## config.mk

```make
export PLATFORM = sky130hd
export DESIGN_NAME = length_prefixed_message_deframer_core
export DESIGN_NICKNAME = d
export VERILOG_FILES = /design/src/rtl/core/lpmd_pkg.sv /design/src/rtl/core/lpmd_step.sv /design/src/rtl/core/length_prefixed_message_deframer_core.sv
export SDC_FILE = /design/constraint.sdc
export NUM_CORES = 1
export LEC_CHECK = 0
export BUFFER_PORTS_ARGS = -buffer_cell sky130_fd_sc_hd__buf_2
export CORE_MARGIN = 4
export CORE_UTILIZATION = 64
export DETAILED_ROUTE_END_ITERATION = 8
export GPL_TIMING_DRIVEN = 0
export HOLD_SLACK_MARGIN = 0.12
export MAX_ROUTING_LAYER = met4
export PLACE_DENSITY = 0.86
export SYNTH_ARGS = -nofsm -noshare
export SYNTH_HDL_FRONTEND = slang
export SYNTH_SLANG_ARGS = --single-unit
```

## constraint.sdc

```tcl
create_clock -name clk -period 6.7 [get_ports clk]
set_input_delay 1.34 -clock clk [delete_from_list [all_inputs] [get_ports clk]]
set_output_delay 1.34 -clock clk [all_outputs]
set_load 0.005 [all_outputs]
```

## src/rtl/core/lpmd_pkg.sv

```systemverilog
// Shared types and constants for the length-prefixed message deframer.
`default_nettype none

package lpmd_pkg;

	localparam int BYTE_W  = 8;
	localparam int LEN_W   = 32;
	localparam int COUNT_W = 32;
	localparam int HIGH_W  = 24;
	localparam int STAT_W  = 3;

	// Position within the frame header and payload.
	typedef enum logic [2:0] {
		PH_FLAG = 3'd0,
		PH_LEN0 = 3'd1,
		PH_LEN1 = 3'd2,
		PH_LEN2 = 3'd3,
		PH_LEN3 = 3'd4,
		PH_DATA = 3'd5
	} phase_t;

	// Status code reported with every result.
	typedef enum logic [STAT_W-1:0] {
		ST_HEADER   = 3'd0,
		ST_PAYLOAD  = 3'd1,
		ST_BADFLAGS = 3'd2,
		ST_OVERSIZE = 3'd3,
		ST_HALTED   = 3'd4
	} status_t;

	// Decoder state carried from byte to byte.
	typedef struct packed {
		phase_t             phase;
		logic               compressed;
		logic [HIGH_W-1:0]  length_high;
		logic [LEN_W-1:0]   declared_length;
		logic [LEN_W-1:0]   bytes_remaining;
		logic [COUNT_W-1:0] frames_seen;
		logic               halted;
	} dec_state_t;

	// One result, as it leaves on the master side.
	typedef struct packed {
		status_t            status;
		logic [BYTE_W-1:0]  payload_byte;
		logic               compressed;
		logic [LEN_W-1:0]   msg_length;
		logic               message_end;
		logic [COUNT_W-1:0] frame_count;
	} dec_result_t;

	localparam dec_state_t STATE_RESET = '{
		phase:           PH_FLAG,
		compressed:      1'b0,
		length_high:     '0,
		declared_length: '0,
		bytes_remaining: '0,
		frames_seen:     '0,
		halted:          1'b0
	};

endpackage

`default_nettype wire

```

## src/rtl/core/lpmd_step.sv

```systemverilog
// Next-state and result logic for one byte of the framed stream.
`default_nettype none

module lpmd_step
	import lpmd_pkg::*;
(
	input  wire dec_state_t        cur,
	input  wire logic [BYTE_W-1:0] data_byte,
	input  wire logic [LEN_W-1:0]  max_frame_length,
	output dec_state_t             nxt,
	output dec_result_t            res
);

	logic [LEN_W-1:0] full_len;
	logic [LEN_W-1:0] remaining_dec;
	logic             end_mark;

	assign full_len      = {cur.length_high, data_byte};
	assign remaining_dec = cur.bytes_remaining - LEN_W'(1);

	// Decode one byte against the current header/payload position.
	always_comb begin
		nxt              = cur;
		end_mark         = 1'b0;
		res.status       = ST_HEADER;
		res.payload_byte = '0;
		if (cur.halted) begin
			res.status = ST_HALTED;
		end else begin
			case (cur.phase)
				PH_LEN0: begin
					nxt.length_high = {cur.length_high[HIGH_W-BYTE_W-1:0], data_byte};
					nxt.phase       = PH_LEN1;
				end
				PH_LEN1: begin
					nxt.length_high = {cur.length_high[HIGH_W-BYTE_W-1:0], data_byte};
					nxt.phase       = PH_LEN2;
				end
				PH_LEN2: begin
					nxt.length_high = {cur.length_high[HIGH_W-BYTE_W-1:0], data_byte};
					nxt.phase       = PH_LEN3;
				end
				PH_LEN3: begin
					nxt.declared_length = full_len;
					nxt.length_high     = '0;
					if (max_frame_length != '0 && full_len > max_frame_length) begin
						res.status = ST_OVERSIZE;
						nxt.halted = 1'b1;
					end else if (full_len == '0) begin
						end_mark = 1'b1;
					end else begin
						nxt.bytes_remaining = full_len;
						nxt.phase           = PH_DATA;
					end
				end
				PH_DATA: begin
					res.status          = ST_PAYLOAD;
					res.payload_byte    = data_byte;
					nxt.bytes_remaining = remaining_dec;
					end_mark            = (remaining_dec == '0);
				end
				default: begin
					// Flags byte: only the compressed bit may be set.
					if (data_byte[BYTE_W-1:1] != '0) begin
						res.status          = ST_BADFLAGS;
						nxt.halted          = 1'b1;
						nxt.compressed      = 1'b0;
						nxt.declared_length = '0;
					end else begin
						nxt.compressed      = data_byte[0];
						nxt.declared_length = '0;
						nxt.length_high     = '0;
						nxt.frames_seen     = cur.frames_seen + COUNT_W'(1);
						nxt.phase           = PH_LEN0;
					end
				end
			endcase
			// A finished message clears the per-message fields after reporting them.
			if (end_mark) begin
				nxt.compressed      = 1'b0;
				nxt.declared_length = '0;
				nxt.bytes_remaining = '0;
				nxt.phase           = PH_FLAG;
			end
		end
		res.compressed     = cur.halted ? cur.compressed : (end_mark ? cur.compressed
		                                                             : nxt.compressed);
		res.msg_length     = cur.halted ? cur.declared_length
		                                : (end_mark ? (cur.phase == PH_LEN3 ? full_len
		                                                                    : cur.declared_length)
		                                            : nxt.declared_length);
		res.message_end    = end_mark;
		res.frame_count    = nxt.frames_seen;
	end

endmodule

`default_nettype wire

```

## src/rtl/core/length_prefixed_message_deframer_core.sv

```systemverilog
// Top level of the length-prefixed message deframer.
`default_nettype none

// Length-prefixed message deframer. Each byte taken on the slave side yields
// exactly one result on the master side: a status, the payload byte, the
// compressed flag and declared length of the current message, an end-of-message
// mark on m_tlast and a running count of accepted frame headers. A message is a
// flags byte, a big-endian 32-bit length and that many payload bytes; an empty
// message ends on its last length byte. A flags byte with any bit other than
// bit 0 set, or a length above a nonzero max_frame_length, is an error, after
// which every byte reports the halted status until reset. The block takes one
// byte per cycle when the master side is not stalled; a byte accepted into the
// input register is decoded into the result register once that register is free
// and can be taken on the master side from then on (one input register, one result register).
// The one-cycle rate is set by the per-byte update of the header state, which
// is 32-bit compares against the limit and zero and a decrement between the two registers.
module length_prefixed_message_deframer_core
	import lpmd_pkg::*;
(
	input  wire logic        clk,
	input  wire logic        arst_n,
	// Configuration: max_frame_length, zero means no limit.
	input  wire logic        cfg_we,
	input  wire logic [31:0] cfg_wdata,
	// Input stream. tdata: [7:0] data_byte.
	input  wire logic        s_tvalid,
	output logic             s_tready,
	input  wire logic [7:0]  s_tdata,
	// Result stream.
	output logic             m_tvalid,
	input  wire logic        m_tready,
	// tdata: [7:0] payload_byte, [39:8] msg_length, [71:40] frame_count.
	output logic [71:0]      m_tdata,
	// tuser: [2:0] status, [3] compressed.
	output logic [3:0]       m_tuser,
	output logic             m_tlast
);

	logic [LEN_W-1:0]  max_len_q;
	dec_state_t        state_q;
	dec_state_t        state_nxt;
	dec_result_t       step_res;
	dec_result_t       res_q;
	logic              valid_s1;
	logic [BYTE_W-1:0] byte_s1;
	logic              out_valid_q;
	logic              advance;
	logic              step_en;

	// The result register frees up when empty or when its request is taken.
	assign advance  = !out_valid_q || m_tready;
	assign step_en  = valid_s1 && advance;
	assign s_tready = !valid_s1 || advance;

	// Limit register.
	always_ff @(posedge clk or negedge arst_n) begin
		if (!arst_n) begin
			max_len_q <= '0;
		end else if (cfg_we) begin
			max_len_q <= cfg_wdata;
		end
	end

	// Input register.
	always_ff @(posedge clk or negedge arst_n) begin
		if (!arst_n) begin
			valid_s1 <= 1'b0;
		end else if (s_tready) begin
			valid_s1 <= s_tvalid;
		end
	end

	always_ff @(posedge clk) begin
		if (s_tready && s_tvalid) begin
			byte_s1 <= s_tdata;
		end
	end

	lpmd_step u_step (
		.cur              (state_q),
		.data_byte        (byte_s1),
		.max_frame_length (max_len_q),
		.nxt              (state_nxt),
		.res              (step_res)
	);

	// Decoder state moves on only when a byte passes into the result register.
	always_ff @(posedge clk or negedge arst_n) begin
		if (!arst_n) begin
			state_q <= STATE_RESET;
		end else if (step_en) begin
			state_q <= state_nxt;
		end
	end

	// Result register.
	always_ff @(posedge clk or negedge arst_n) begin
		if (!arst_n) begin
			out_valid_q <= 1'b0;
		end else if (advance) begin
			out_valid_q <= valid_s1;
		end
	end

	always_ff @(posedge clk) begin
		if (step_en) begin
			res_q <= step_res;
		end
	end

	assign m_tvalid = out_valid_q;
	assign m_tdata  = {res_q.frame_count, res_q.msg_length, res_q.payload_byte};
	assign m_tuser  = {res_q.compressed, res_q.status};
	assign m_tlast  = res_q.message_end;

	// Once halted, the decoder stays halted until reset.
	assert property (@(posedge clk) disable iff (!arst_n)
		state_q.halted |=> state_q.halted)
		else $error("decoder left the halted state");

	// The frame counter only moves when a byte is decoded.
	assert property (@(posedge clk) disable iff (!arst_n)
		!step_en |=> $stable(state_q.frames_seen))
		else $error("frame count changed without a decoded byte");

	// A message can only end on a header or payload byte.
	assert property (@(posedge clk) disable iff (!arst_n)
		(m_tvalid && m_tlast) |->
			(m_tuser[2:0] == ST_HEADER || m_tuser[2:0] == ST_PAYLOAD))
		else $error("message end reported with an error status");

	// Error statuses come only from an unhalted decoder and halt it.
	assert property (@(posedge clk) disable iff (!arst_n)
		(step_en && !state_q.halted &&
			(step_res.status == ST_BADFLAGS || step_res.status == ST_OVERSIZE))
		|=> state_q.halted)
		else $error("error status without halting");

endmodule

`default_nettype wire
```

### Word-level counts from Yosys, hierarchy flattened

Cells that the tools add are included.

* flip-flop bits (word level): 244
* latch bits: 0
* bits in writable memories: 0
* memory bits (read-only): 0
* input bits: 45
* output and inout port bits: 79
* logic and storage cells: 84
* memories: 0

* add/subtract/negate cells: 2
* multipliers: 0
* div/mod/pow operators: 0
* magnitude comparators: 1
* equality and inequality tests: 10
* shifts and indexed selects: 0
* multiplexer cells: 33
* bitwise operators: 2
* reduce and logical (&&, ||, !) cells: 19

Operator list (count)
* 2-to-1 mux 32 bit: 7
* case mux 32 bit (2 select lines): 2
* 2-to-1 mux 122 bit: 1
* case mux 24 bit (3 select lines): 1
* zero test 32 bit: 2
* 2-to-1 mux 64 bit: 1
* adder 32 x 1 -> 32 bit (second input constant): 1
* > comparator 32 bit: 1
* nonzero test 32 bit: 1
* subtractor 32 x 1 -> 32 bit (second input constant): 1
* 2-to-1 mux 24 bit: 1
* case mux 3 bit (5 select lines): 1
* 2-to-1 mux 1 bit: 10
* 2-to-1 mux 3 bit: 3
* inequality test 3 bit (second input constant): 3
* case mux 3 bit (3 select lines): 1
* nonzero test 7 bit: 1
* equality test 3 x 2 -> 1 bit (second input constant): 2
* equality test 3 bit (second input constant): 2
* inequality test 6 bit (second input constant): 1
* AND reduction 6 bit: 1
* AND reduction 5 bit: 1
* OR reduction 5 bit: 1
* 2-to-1 mux 2 bit: 2
* other kinds (13): 19

### Depth between registers and ports, before layout

Gate-level depths: netlist of run 1.

* word-level depth: 9
* mapped depth: 12
* gate-level depth less buffers: 10

### Hierarchy

From an unflattened synthesis of run 1, not the netlist that was laid out.

* cells, all modules: 1226
* area total of the unflattened synthesis: 13778.2 um^2

By module, submodules not included
* length_prefixed_message_deframer_core: instances 1, cells each 425, area an instance 8649.5 um^2, seq. area each 6531.3 um^2
* lpmd_step: instances 1, cells each 801, area an instance 5128.7 um^2, seq. area each 0.0 um^2

### Worst setup path before layout of run 1

OpenSTA, ideal clock, no wires.

* kind: input to register
* start: input port m_tready
* end: register state_q[17] (netlist name)
* library setup time: 0.130 ns
* arrival: 4.500 ns
* required time: 6.570 ns
* slack: 2.070 ns
* stages: 6
* buffers on the path: 1
* cell sequence: nand2b_1 > nand2_1 > inv_1 > buf_1 > nand3_1 > xnor2_1

* longest elaborated chain between the ends: 2

RTL lines
* start: declaration: line length_prefixed_message_deframer_core.sv:31 `input wire logic m_tready,`
* logical OR 1 bit: line length_prefixed_message_deframer_core.sv:51 `assign advance = !out_valid_q || m_tready;`
* logical AND 1 bit: line length_prefixed_message_deframer_core.sv:52 `assign step_en = valid_s1 && advance;`
* net step_en: line length_prefixed_message_deframer_core.sv:48 `logic step_en;`
* end signal: assignment: line length_prefixed_message_deframer_core.sv:92 `state_q <= state_nxt;`
* end: declaration: line length_prefixed_message_deframer_core.sv:40 `dec_state_t state_q;`

The timed path passes the listed nets, and every way through them passes these cells.
A chain may end at the register's enable or synchronous reset.

### Final worst setup path of run 1

* start: register byte_s1[5]
* end: register state_q[30] (netlist name)

* longest elaborated chain between the ends: 4

RTL lines
* start: declaration: line length_prefixed_message_deframer_core.sv:45 `logic [BYTE_W-1:0] byte_s1;`
* start signal: assignment: line length_prefixed_message_deframer_core.sv:75 `byte_s1 <= s_tdata;`
* nonzero test 7 bit: line lpmd_step.sv:64 `if (data_byte[BYTE_W-1:1] != '0) begin`
* 2-to-1 mux 32 bit: line lpmd_step.sv:64
* 2-to-1 mux 32 bit: line lpmd_step.sv:30 `case (cur.phase)`
* 2-to-1 mux 122 bit: line lpmd_step.sv:27 `if (cur.halted) begin`

Every way passes these cells.

==> metrics.log, run 1 <==
[metrics] post-synth cell types: 62
[metrics] final routed wirelength across all metal layers: 31.5 mm
[metrics] vias in the first global route: 9606
[metrics] RePlAce Congestion: 1.02
[metrics] number of CTS-inserted buffers: 25
[metrics] antenna violations before repair: 0
[metrics] ANT nets after route: 0
[metrics] number of standard cells after synthesis: 1136
[metrics] I/O pins: 124
[metrics] worst-skew pair later-pin latency: 540 ps
[metrics] first-pass iteration count of the detailed router: 6
[metrics] area growth from synthesis to layout: 15.2%
[metrics] clock-pin transition on the worst setup and hold timing paths: 60 ps
[metrics] post-DR vias/cell: 6.36
[metrics] die area: 20600 um2
[metrics] unrepaired setup endpoints after global routing: no
[metrics] highest achievable clock rate: 260 MHz
[metrics] Tcrit/Tclk final: 0.574
[metrics] most frequent standard cell in the layout excluding fill and tap cells: sky130_fd_sc_hd__dfrtp_1
[metrics] part of the Yosys area used for sequential elements: 0.555
[metrics] Placement Setup Slack: 2950 ps
[metrics] CP Data Required Time: 7140 ps
[metrics] Setup crit start kind: flip-flop
[metrics] Port-buffer cells: 122
[metrics] number of endpoints failing setup at the final stage: 0
[metrics] DRC: 0
[metrics] crit path launch: byte_s1[5]$_DFFE_PP_
[metrics] area fraction of the dominant cell type after synthesis: 0.338
[metrics] Most used DFF post-synth: sky130_fd_sc_hd__dfrtp_1
[metrics] count of clock tree sinks: 244
[metrics] highest-count cells in the layout ignoring fill and taps: sky130_fd_sc_hd__dfrtp_1, sky130_fd_sc_hd__nand2_1, sky130_fd_sc_hd__buf_2
[metrics] standby leakage power: 6.12 nW
[metrics] Final #Nets: 1368
[metrics] width of the die: 144 um
[metrics] area of the mapped netlist: 11800 um2
[metrics] number of max-cap violations: 0
[metrics] 1st-iter DRT viols: 1108
[metrics] largest area contributor in the netlist: sky130_fd_sc_hd__dfrtp_1
[metrics] final non-filler cell area: 13600 um2
[metrics] maximum clock path buffer count: 3
[metrics] hold path startpoint: state_q[0]$_DFFE_PN0P_
[metrics] HPWL after detailed placement: 21.4 mm
[metrics] fraction of layout cells with a size suffix above 1: 0.144
[metrics] final worst setup slack: 2860 ps
[metrics] CTS-repair resized insts: 0
[metrics] number of antenna cells inserted: 0
[metrics] status: finished clean
[metrics] pins over their slew limit: 0
[metrics] Slew Limit Headroom: 0.369
[metrics] largest net degree at the start of global routing: 89
[metrics] slew at the pin closest to its max-slew limit: 938 ps
[metrics] global-route wire length before repair: 49.9 mm
[metrics] accumulated negative setup slack: 0 ps
[metrics] largest fanout of any net on the critical path: 7
[metrics] syn_area_per_cell: 10.4 um2
[metrics] kind of capture point of the worst setup path: flip-flop
[metrics] total of flip-flops plus latches after synthesis: 244
[metrics] wire length per cell after detailed routing: 20.5 um
[metrics] worst path arrival time: 4290 ps
[metrics] Crit Path Category: reg -> reg
[metrics] count of warnings emitted by yosys: 0
[metrics] final hold violations: 0
[metrics] FP Rows: 49
[metrics] total power density per cell area: 235 nW/um2
[metrics] core area: 18000 um2
[metrics] beginning of the worst register-to-register path: byte_s1[5]$_DFFE_PP_
[metrics] CTS root buf: sky130_fd_sc_hd__clkbuf_16
[metrics] initial core utilization: 0.653
[metrics] post-CTS setup buffers: 0
[metrics] synthesized net count: 1216
[metrics] Clock Skew: 21.7 ps
[metrics] CTS HTree Levels: 1
[metrics] top area cells in the synthesized netlist: sky130_fd_sc_hd__dfrtp_1, sky130_fd_sc_hd__edfxtp_1, sky130_fd_sc_hd__nand2_1, sky130_fd_sc_hd__a22o_1, sky130_fd_sc_hd__o21ai_0
[metrics] Post-CTS Hold Buffers: 0
[metrics] overall overflow remaining after global route: 0
[metrics] peak supply drop: 0.262 mV
[metrics] die extent in y: 144 um
[metrics] final critical delay including setup and external delays: 3840 ps
[metrics] EDFF count, synth: 85
[metrics] CTS tree: built
[metrics] share of synthesized registers carrying an async set or reset: 0.652
[metrics] count of vias placed by the detailed router: 9769
[metrics] class of the tightest hold or removal check: reg -> reg
[metrics] post-placement cell area: 12700 um2
[metrics] GRT Overall Usage: 0.317
cells in the mapped netlist (all sizes together) (8+ instances only):
| cell type | count |
|---|---|
| xnor2 | 29 |
| nor2 | 80 |
| nor4 | 30 |
| a31oi | 8 |
| nor3 | 35 |
| o22ai | 8 |
| o21ai | 101 |
| a21oi | 42 |
| nand4 | 20 |
| buf | 16 |
| nand2 | 148 |
| or3 | 8 |
| nand3 | 26 |
| clkbuf | 50 |
| inv | 48 |
| dfrtp | 159 |
| edfxtp | 85 |
| a22o | 63 |
| and3 | 14 |
| xor2 | 37 |
| ha | 35 |
critical path: stages (launching register included):
cell and delay, ps:
sky130_fd_sc_hd__edfxtp_1 620, sky130_fd_sc_hd__nor4_1 560, sky130_fd_sc_hd__o2111ai_1 540, sky130_fd_sc_hd__nor3_4 410, sky130_fd_sc_hd__nand3_1 260, sky130_fd_sc_hd__nor4_1 620
sky130_fd_sc_hd__nand3_1 310, sky130_fd_sc_hd__nor3_1 280, sky130_fd_sc_hd__xor2_1 170
state kept, by name (all words and copies together) (netlist names):
name       count
max_len_q     32
m_tvalid       1
state_q      125
m_tdata       72
m_tuser        4
byte_s1        8
valid_s1       1
m_tlast        1
per-stage QoR:
step,hold slack (ps),util,total power [mW],instances
floorplan,445,-,1.72,1136
global placement,463,0.703,1.81,1487
detailed placement,476,0.707,1.82,1490
CTS,491,0.752,3.19,1536
global route,496,0.752,3.28,1536
finish,491,0.752,3.18,1536
cell type report:
cell class              instances  area (um2)
plain buffers                  66         283
clock buffers                  28         637
clock inverters                18         179
fillers                      1192        4460
inverters                      48         180
multi-input cells             778        4780
flip-flops and latches        244        6530
well taps                     229         287
repair buffers                125         688
cell families after synthesis:
group                    after synthesis  synth area share
flip-flops                           244             0.555
AO/OA/AOI/OAI                        275             0.155
XOR/XNOR                              66            0.0491
adder cells (fa/ha/maj)               35            0.0372
multiplexers                           2           0.00191
buffers and inverters                114            0.0392
AND/OR/NAND/NOR                      400             0.163
power breakdown:
part / switching [mW] / internal [mW] / total [mW] / leakage [nW]
combinational: 0.104 / 0.0594 / 0.163 / 2.78
clock: 0.590 / 0.803 / 1.39 / 0.391
sequential: 0.0292 / 1.60 / 1.63 / 2.95
layer usage:
| layer | up-vias | GRT usage | share of wire |
|---|---|---|---|
| li1 | 4425 | - | - |
| met1 | 4634 | 0.408 | 0.38 |
| met2 | 565 | 0.491 | 0.46 |
| met3 | 145 | 0.0696 | 0.10 |
| met4 | 0 | 0.136 | 0.048 |
| met5 | - | - | 0 |
worst paths after layout:
check / to / slack [ps] / cells after the start
max reg2reg: state_q[30]$_DFFE_PN0P_ / 2860 / 8
min in group asynchronous: max_len_q[0]$_DFFE_PN0P_ / 770 / 1
max in group asynchronous: state_q[15]$_DFFE_PN0P_ / 5070 / 2
max: state_q[30]$_DFFE_PN0P_ / 2860 / 8
min: m_tuser[2]$_SDFFCE_PP1P_ / 490 / 0
min reg2reg: m_tuser[2]$_SDFFCE_PP1P_ / 490 / 0
Note: power is estimated with default switching activity, not from simulation.
==> inputs of run 2 (changes only) <==
--- a/config.mk
+++ b/config.mk
@@ -7,12 +7,12 @@
 export LEC_CHECK = 0
 export BUFFER_PORTS_ARGS = -buffer_cell sky130_fd_sc_hd__buf_2
 export CORE_MARGIN = 4
-export CORE_UTILIZATION = 64
+export CORE_UTILIZATION = 53
 export DETAILED_ROUTE_END_ITERATION = 8
 export GPL_TIMING_DRIVEN = 0
 export HOLD_SLACK_MARGIN = 0.12
 export MAX_ROUTING_LAYER = met4
-export PLACE_DENSITY = 0.86
+export PLACE_DENSITY = 0.76
 export SYNTH_ARGS = -nofsm -noshare
 export SYNTH_HDL_FRONTEND = slang
 export SYNTH_SLANG_ARGS = --single-unit
==> constraint.sdc (replaced) <==
create_clock -name clk -period 3.3 [get_ports clk]
set_input_delay 0.66 -clock clk [delete_from_list [all_inputs] [get_ports clk]]
set_output_delay 0.66 -clock clk [all_outputs]
set_load 0.005 [all_outputs]
==> run 2 against run 1 <==
  * The run now ends with setup timing left
  * Sequential power increased by 100%
  * First-iteration DRC count decreased by 11%
  * Final cell count increased by 4.2%
  * Sequential share of layout area decreased by 1.4 points
  * Largest cell class unchanged
  * Global-route usage decreased by 6.2 points
  * Critical endpoint is now m_tdata[35]$_DFFE_PP_
  * Flip-flop and latch count unchanged
  * Final area increased by 2.9%
  * Register-to-register slack got worse by 3000 ps
  * Wire length decreased by 1.2%
  * Critical path type unchanged
==> metrics.log, run 2 (synthesis gave the netlist of run 1 again) <==
[metrics] core area: 21800 um2
[metrics] Port-buffer cells: 122
[metrics] standby leakage power: 6.25 nW
[metrics] clock-pin transition on the worst setup and hold timing paths: 60 ps
[metrics] wire length per cell after detailed routing: 19.5 um
[metrics] class of the tightest hold or removal check: in -> reg
[metrics] global-route wire length before repair: 49.1 mm
[metrics] largest net degree at the start of global routing: 119
[metrics] Slew Limit Headroom: 0.345
[metrics] kind of capture point of the worst setup path: flip-flop
[metrics] GRT Overall Usage: 0.255
[metrics] violated checks: setup timing
[metrics] I/O pins: 124
[metrics] most flop-heavy register: state_q
[metrics] antenna violations before repair: 0
[metrics] number of endpoints failing setup at the final stage: 24
[metrics] final-layout fill cell count: 1678
[metrics] most frequent standard cell in the layout excluding fill and tap cells: sky130_fd_sc_hd__dfrtp_1
[metrics] maximum clock path buffer count: 3
[metrics] CTS HTree Levels: 1
[metrics] unrepaired setup endpoints after global routing: yes
[metrics] highest achievable clock rate: 294 MHz
[metrics] number of antenna cells inserted: 0
[metrics] CP Data Required Time: 3580 ps
[metrics] Tcrit/Tclk final: 1.03
[metrics] Crit Path Category: reg -> reg
[metrics] overall overflow remaining after global route: 0
[metrics] final routed wirelength across all metal layers: 31.2 mm
[metrics] number of CTS-inserted buffers: 25
[metrics] pins over their slew limit: 0
[metrics] number of non-filler instances in the completed layout: 1601
[metrics] FP Rows: 54
[metrics] 1st-iter DRT viols: 990
[metrics] CTS root buf: sky130_fd_sc_hd__clkbuf_16
[metrics] cell count after placement: 1540
[metrics] initial core utilization: 0.539
[metrics] DRC: 0
[metrics] RePlAce Congestion: 0.966
[metrics] post-DR vias/cell: 6.03
[metrics] worst-skew pair later-pin latency: 530 ps
[metrics] Clock Skew: 34.0 ps
[metrics] first-pass iteration count of the detailed router: 6
[metrics] final critical delay including setup and external delays: 3400 ps
[metrics] peak supply drop: 0.271 mV
[metrics] slew at the pin closest to its max-slew limit: 972 ps
[metrics] final worst setup slack: -104 ps
[metrics] number of max-cap violations: 0
[metrics] die extent in y: 157 um
[metrics] width of the die: 157 um
[metrics] count of clock tree sinks: 244
[metrics] Final #Nets: 1382
[metrics] end-of-flow core utilization: 0.640
[metrics] Power, Total: 6.44 mW
[metrics] final hold violations: 0
[metrics] Setup crit start kind: flip-flop
[metrics] die area: 24700 um2
[metrics] CTS tree: built
[metrics] highest-count cells in the layout ignoring fill and taps: sky130_fd_sc_hd__dfrtp_1, sky130_fd_sc_hd__nand2_1, sky130_fd_sc_hd__buf_2
[metrics] count of vias placed by the detailed router: 9658
[metrics] largest fanout of any net on the critical path: 10
[metrics] worst path arrival time: 3680 ps
[metrics] flip-flop count of the largest register, all copies and words added: 125
[metrics] fraction of layout cells with a size suffix above 1: 0.175
[metrics] HPWL after detailed placement: 21.3 mm
[metrics] total power density per cell area: 462 nW/um2
[metrics] minimum setup slack among reg-to-reg paths: -100 ps
[metrics] status: finished, violations left
[metrics] vias in the first global route: 9317
[metrics] area growth from synthesis to layout: 18.6%
[metrics] ANT nets after route: 0
[metrics] WHS: 330 ps
==> run 2: changes by cell type in the layout (fill, tap and decap cells not counted), sizes merged <==
cell         previous run  this run
buf                   141       157
clkbuf                 78        77
dlygate4sd3             0         1
clkinvlp                4         3
clkinv                 10         9
==> run 2: layer usage <==
layer | GRT usage | routed length, um | up-vias | part of all wire
met5 | - | 0 | - | 0
met4 | 0.0791 | 835 | 0 | 0.027
met3 | 0.0371 | 2520 | 77 | 0.081
met2 | 0.395 | 14500 | 442 | 0.46
met1 | 0.354 | 13300 | 4695 | 0.43
li1 | - | - | 4444 | -
==> run 2: critical path, stage by stage, from the launching register on <==
cell and delay, ps:
sky130_fd_sc_hd__dfrtp_1 410, sky130_fd_sc_hd__buf_4 160, sky130_fd_sc_hd__or4_1 650, sky130_fd_sc_hd__or4_4 510, sky130_fd_sc_hd__nand2_1 90, sky130_fd_sc_hd__nand3b_1 170
sky130_fd_sc_hd__nor4b_4 350, sky130_fd_sc_hd__a31o_2 260, sky130_fd_sc_hd__nor3_4 70, sky130_fd_sc_hd__buf_6 160, sky130_fd_sc_hd__buf_8 130, sky130_fd_sc_hd__a22o_1 210
==> run 2: final timing paths <==
check,start,endpoint,depth (start not counted)
hold / removal,cfg_wdata[22],max_len_q[22]$_DFFE_PN0P_,3
setup / recovery,state_q[34]$_DFFE_PN0P_,m_tdata[35]$_DFFE_PP_,11
min in group asynchronous,arst_n,state_q[60]$_DFFE_PN0P_,2
max in group asynchronous,arst_n,state_q[119]$_DFFE_PN0P_,3
hold reg to reg,state_q[32]$_DFFE_PN0P_,state_q[32]$_DFFE_PN0P_,1
setup reg to reg,state_q[34]$_DFFE_PN0P_,m_tdata[35]$_DFFE_PP_,11
==> run 2: cell type report <==
type,instances,area [um2],area share
buffer,64,310,0.0222
clock buffer,30,644,0.0462
clock inverter,16,161,0.0116
inverter,48,180,0.0129
multi-input combinational,778,4960,0.356
sequential,244,6530,0.468
tap,280,350,0.0251
timing repair buffer,141,817,0.0585
==> run 2: metrics by stage <==
stage	worst slack, ps	cell area, um2	TNS [ps]
after global routing	-199	14000	-6460
final	-104	14000	-1310
after detailed placement	-492	12800	-32180
after global placement	-947	12700	-192130
after floorplan	89.2	11800	0
after CTS	-56.1	13900	-540
==> run 2: power by group <==
part	switching (mW)	internal [mW]	leakage, nW
Combinational	0.216	0.120	2.92
Sequential	0.0565	3.24	2.95
Clock	1.18	1.63	0.387
==> run 2: timing repair <==
item,4_1_cts,5_1_grt
hold buffers,1,0
hold endpoints to repair,41,0
endpoints found under the setup margin,109,107
pin swaps,8,3
gates cloned,1,0
setup buffers,16,0
gates resized for setup,38,17
==> inputs of run 3 (changes only) <==
--- a/config.mk
+++ b/config.mk
@@ -7,12 +7,13 @@
 export LEC_CHECK = 0
 export BUFFER_PORTS_ARGS = -buffer_cell sky130_fd_sc_hd__buf_2
 export CORE_MARGIN = 4
-export CORE_UTILIZATION = 53
+export CORE_UTILIZATION = 55
 export DETAILED_ROUTE_END_ITERATION = 8
 export GPL_TIMING_DRIVEN = 0
 export HOLD_SLACK_MARGIN = 0.12
 export MAX_ROUTING_LAYER = met4
-export PLACE_DENSITY = 0.76
+export PLACE_DENSITY = 0.78
 export SYNTH_ARGS = -nofsm -noshare
 export SYNTH_HDL_FRONTEND = slang
+export SYNTH_HIERARCHICAL = 1
 export SYNTH_SLANG_ARGS = --single-unit
==> run 3 against run 2 <==
  * The run now ends clean
  * Power grew 26%
  * Die area increased by 12%
  * Core utilization increased by 4.9 points
  * Wire length increased by 25%
  * Synthesized cell count is 7.9% higher
  * Worst setup slack improved by 110 ps
  * Flip-flop and latch count did not move
  * Global-route usage grew 1.8 points
  * Critical path depth grew 2
  * Register-to-register slack better by 110 ps
==> metrics.log, run 3 <==
[metrics] status: finished clean
[metrics] area growth from synthesis to layout: 22.2%
[metrics] count of warnings emitted by yosys: 6
[metrics] initial core utilization: 0.563
[metrics] RePlAce Congestion: 0.962
[metrics] final non-filler cell area: 16800 um2
[metrics] wire length per cell after detailed routing: 21.7 um
[metrics] area of the mapped netlist: 13800 um2
[metrics] largest fanout of any net on the critical path: 6
[metrics] GRT Overall Usage: 0.273
[metrics] cells on worst reg2reg path: 13
[metrics] part of the Yosys area used for sequential elements: 0.474
[metrics] clock share of power: 0.362
[metrics] unrepaired setup endpoints after global routing: yes
[metrics] EDFF count, synth: 85
[metrics] total power density per cell area: 481 nW/um2
[metrics] count of clock tree sinks: 244
[metrics] fraction of layout cells with a size suffix above 1: 0.387
[metrics] worst-skew pair later-pin latency: 560 ps
[metrics] number of endpoints failing setup at the final stage: 0
[metrics] Sw Pwr: 2.40 mW
[metrics] final critical delay including setup and external delays: 3290 ps
[metrics] post-synth cell types: 81
[metrics] share of synthesized registers carrying an async set or reset: 0.652
[metrics] top area cells in the synthesized netlist: sky130_fd_sc_hd__dfrtp_1, sky130_fd_sc_hd__edfxtp_1, sky130_fd_sc_hd__mux2_2, sky130_fd_sc_hd__mux2_4, sky130_fd_sc_hd__a22o_1
[metrics] post-DR vias/cell: 6.22
[metrics] terminus of the critical flop-to-flop path: state_q[54]$_DFFE_PN0P_
[metrics] syn_area_per_cell: 11.2 um2
[metrics] Most used DFF post-synth: sky130_fd_sc_hd__dfrtp_1
[metrics] slew at the pin closest to its max-slew limit: 947 ps
[metrics] most flop-heavy register: state_q
[metrics] die area: 27600 um2
[metrics] Clock Skew: 31.1 ps
[metrics] largest net degree at the start of global routing: 112
[metrics] fraction of power spent switching nets: 0.295
[metrics] die extent in y: 166 um
[metrics] largest stage delay on the critical path: 570 ps
[metrics] most instantiated library cell after synthesis: sky130_fd_sc_hd__dfrtp_1
[metrics] Tcrit/Tclk final: 0.998
[metrics] Port-buffer cells: 122
[metrics] largest area contributor in the netlist: sky130_fd_sc_hd__dfrtp_1
[metrics] cell-by-cell listing of the critical path: ha_1, nand4_1, a2111oi_1, or4_4, a221oi_4, clkbuf_8, o21ai_4, buf_8, clkbuf_4, buf_4, nand2_1, a21oi_1, mux2_2
[metrics] width of the die: 166 um
[metrics] peak supply drop: 0.398 mV
[metrics] 1st-iter DRT viols: 1082
[metrics] cell with the biggest individual delay on the critical path: sky130_fd_sc_hd__or4_4
[metrics] number of antenna cells inserted: 0
[metrics] core area: 24500 um2
[metrics] final hold violations: 0
[metrics] highest achievable clock rate: 304 MHz
[metrics] DRC: 0
[metrics] global-route wire length before repair: 59.3 mm
[metrics] worst path arrival time: 3730 ps
[metrics] overall overflow remaining after global route: 0
[metrics] vias in the first global route: 10600
[metrics] number of CTS-inserted buffers: 27
[metrics] clock-pin transition on the worst setup and hold timing paths: 60 ps
[metrics] total of flip-flops plus latches after synthesis: 244
[metrics] sequential group share of total power: 0.417
[metrics] accumulated negative setup slack: 0 ps
[metrics] maximum clock path buffer count: 3
[metrics] crit path launch: state_q[118]$_DFFE_PN0P_
[metrics] Final #Nets: 1528
[metrics] minimum setup slack among reg-to-reg paths: 7 ps
[metrics] FP Rows: 57
[metrics] final routed wirelength across all metal layers: 38.9 mm
[metrics] first-pass iteration count of the detailed router: 8
[metrics] post-placement cell area: 14800 um2
[metrics] CTS root buf: sky130_fd_sc_hd__clkbuf_16
[metrics] combinational fraction of design power: 0.221
[metrics] pins over their slew limit: 0
[metrics] Internal Pwr Total: 5.71 mW
[metrics] CTS HTree Levels: 1
[metrics] synthesized net count: 1306
[metrics] ANT nets after route: 0
[metrics] CP Data Required Time: 3740 ps
[metrics] class of the tightest hold or removal check: in -> reg
[metrics] CTS tree: built
[metrics] count of vias placed by the detailed router: 11200
[metrics] standby leakage power: 7.66 nW
[metrics] Crit Path Category: reg -> reg
[metrics] beginning of the worst register-to-register path: state_q[118]$_DFFE_PN0P_
[metrics] antenna violations before repair: 0
[metrics] end-of-flow core utilization: 0.689
[metrics] I/O pins: 124
[metrics] highest-count cells in the layout ignoring fill and taps: sky130_fd_sc_hd__dfrtp_1, sky130_fd_sc_hd__buf_2, sky130_fd_sc_hd__mux2_2
[metrics] kind of capture point of the worst setup path: flip-flop
[metrics] Worst setup endpoint: state_q[54]$_DFFE_PN0P_
[metrics] flip-flop count of the largest register, all copies and words added: 125
[metrics] number of standard cells after synthesis: 1226
[metrics] area fraction of the dominant cell type after synthesis: 0.289
[metrics] HPWL after detailed placement: 25.9 mm
[metrics] most frequent standard cell in the layout excluding fill and tap cells: sky130_fd_sc_hd__dfrtp_1
[metrics] Slew Limit Headroom: 0.365
[metrics] number of max-cap violations: 0
[metrics] Setup crit start kind: flip-flop
[metrics] Commonest cells post-synth: sky130_fd_sc_hd__dfrtp_1, sky130_fd_sc_hd__mux2_2, sky130_fd_sc_hd__edfxtp_1
run 3: worst min-delay path by stage:
| stage | from | endpoint | slack, ps | cells past startpoint |
|---|---|---|---|---|
| finish | s_tdata[6] | byte_s1[6]$_DFFE_PP_ | 300 | 1 |
| global route | s_tdata[6] | byte_s1[6]$_DFFE_PP_ | 290 | 1 |
| CTS | s_tdata[6] | byte_s1[6]$_DFFE_PP_ | 290 | 1 |
| detailed placement | valid_s1$_DFFE_PN0P_ | m_tvalid$_DFFE_PN0P_ | 490 | 1 |
| global placement | valid_s1$_DFFE_PN0P_ | m_tvalid$_DFFE_PN0P_ | 460 | 1 |
| floorplan | arst_n | m_tvalid$_DFFE_PN0P_ | 360 | 0 |
run 3: cell families after synthesis:
logic type | count (synthesis) | share of synthesized area
simple gates | 361 | 0.142
xor+xnor | 39 | 0.0248
compound gates | 229 | 0.122
flops | 244 | 0.474
mux | 163 | 0.144
fa+ha+maj | 36 | 0.0325
buf+inv | 154 | 0.0615
run 3: critical path: cells and delay by family, from the launching register on:
| kind | cells | cell delay [ps] |
|---|---|---|
| simple gates | 3 | 850 |
| buf+inv | 4 | 730 |
| compound gates | 4 | 580 |
| flops | 1 | 440 |
| fa+ha+maj | 1 | 330 |
| mux | 1 | 260 |
run 3: cell type report:
cell class	instances	area, um2
flip-flops and latches	244	6560
repair buffers	196	1210
well taps	324	405
plain buffers	103	711
multi-input cells	828	6910
clock inverters	16	135
fillers	1786	7620
inverters	48	180
clock buffers	34	732
run 3: metrics by stage:
step | total power [mW] | setup WS [ps] | std cells | hold slack, ps
final | 8.11 | 6.81 | 1793 | 301
after global routing | 8.41 | -71.7 | 1793 | 293
after CTS | 7.92 | -55.9 | 1746 | 288
after detailed placement | 4.79 | -953 | 1673 | 495
after global placement | 4.78 | -981 | 1672 | 458
after floorplan | 4.33 | 115 | 1226 | 364
run 3: per-layer routing:
layer  global-route usage  vias to the layer above  wire (um)
met5                    -                        -          0
met4               0.0936                        0       2090
met3               0.0364                      153       2830
met2                0.447                      562      18400
met1                0.354                     5436      15600
li1                     -                     5007          -
run 3: what timing repair did:
item	in CTS	in global routing
pin swaps	10	27
resized for setup	53	95
buffers inserted	22	50
hold buffers	1	0
hold endpoints to repair	48	0
setup endpoints to repair	91	84
gates cloned	0	0
run 3: power groups by stage:
stage          clock (mW)  sequential (mW)  combinational (mW)
3_5_place_dp            0             3.43                1.36
4_1_cts              2.97             3.38                1.58
5_1_grt              3.10             3.40                1.92
3_3_place_gp            0             3.43                1.35
2_1_floorplan           0             3.40               0.923
6_report             2.93             3.38                1.79
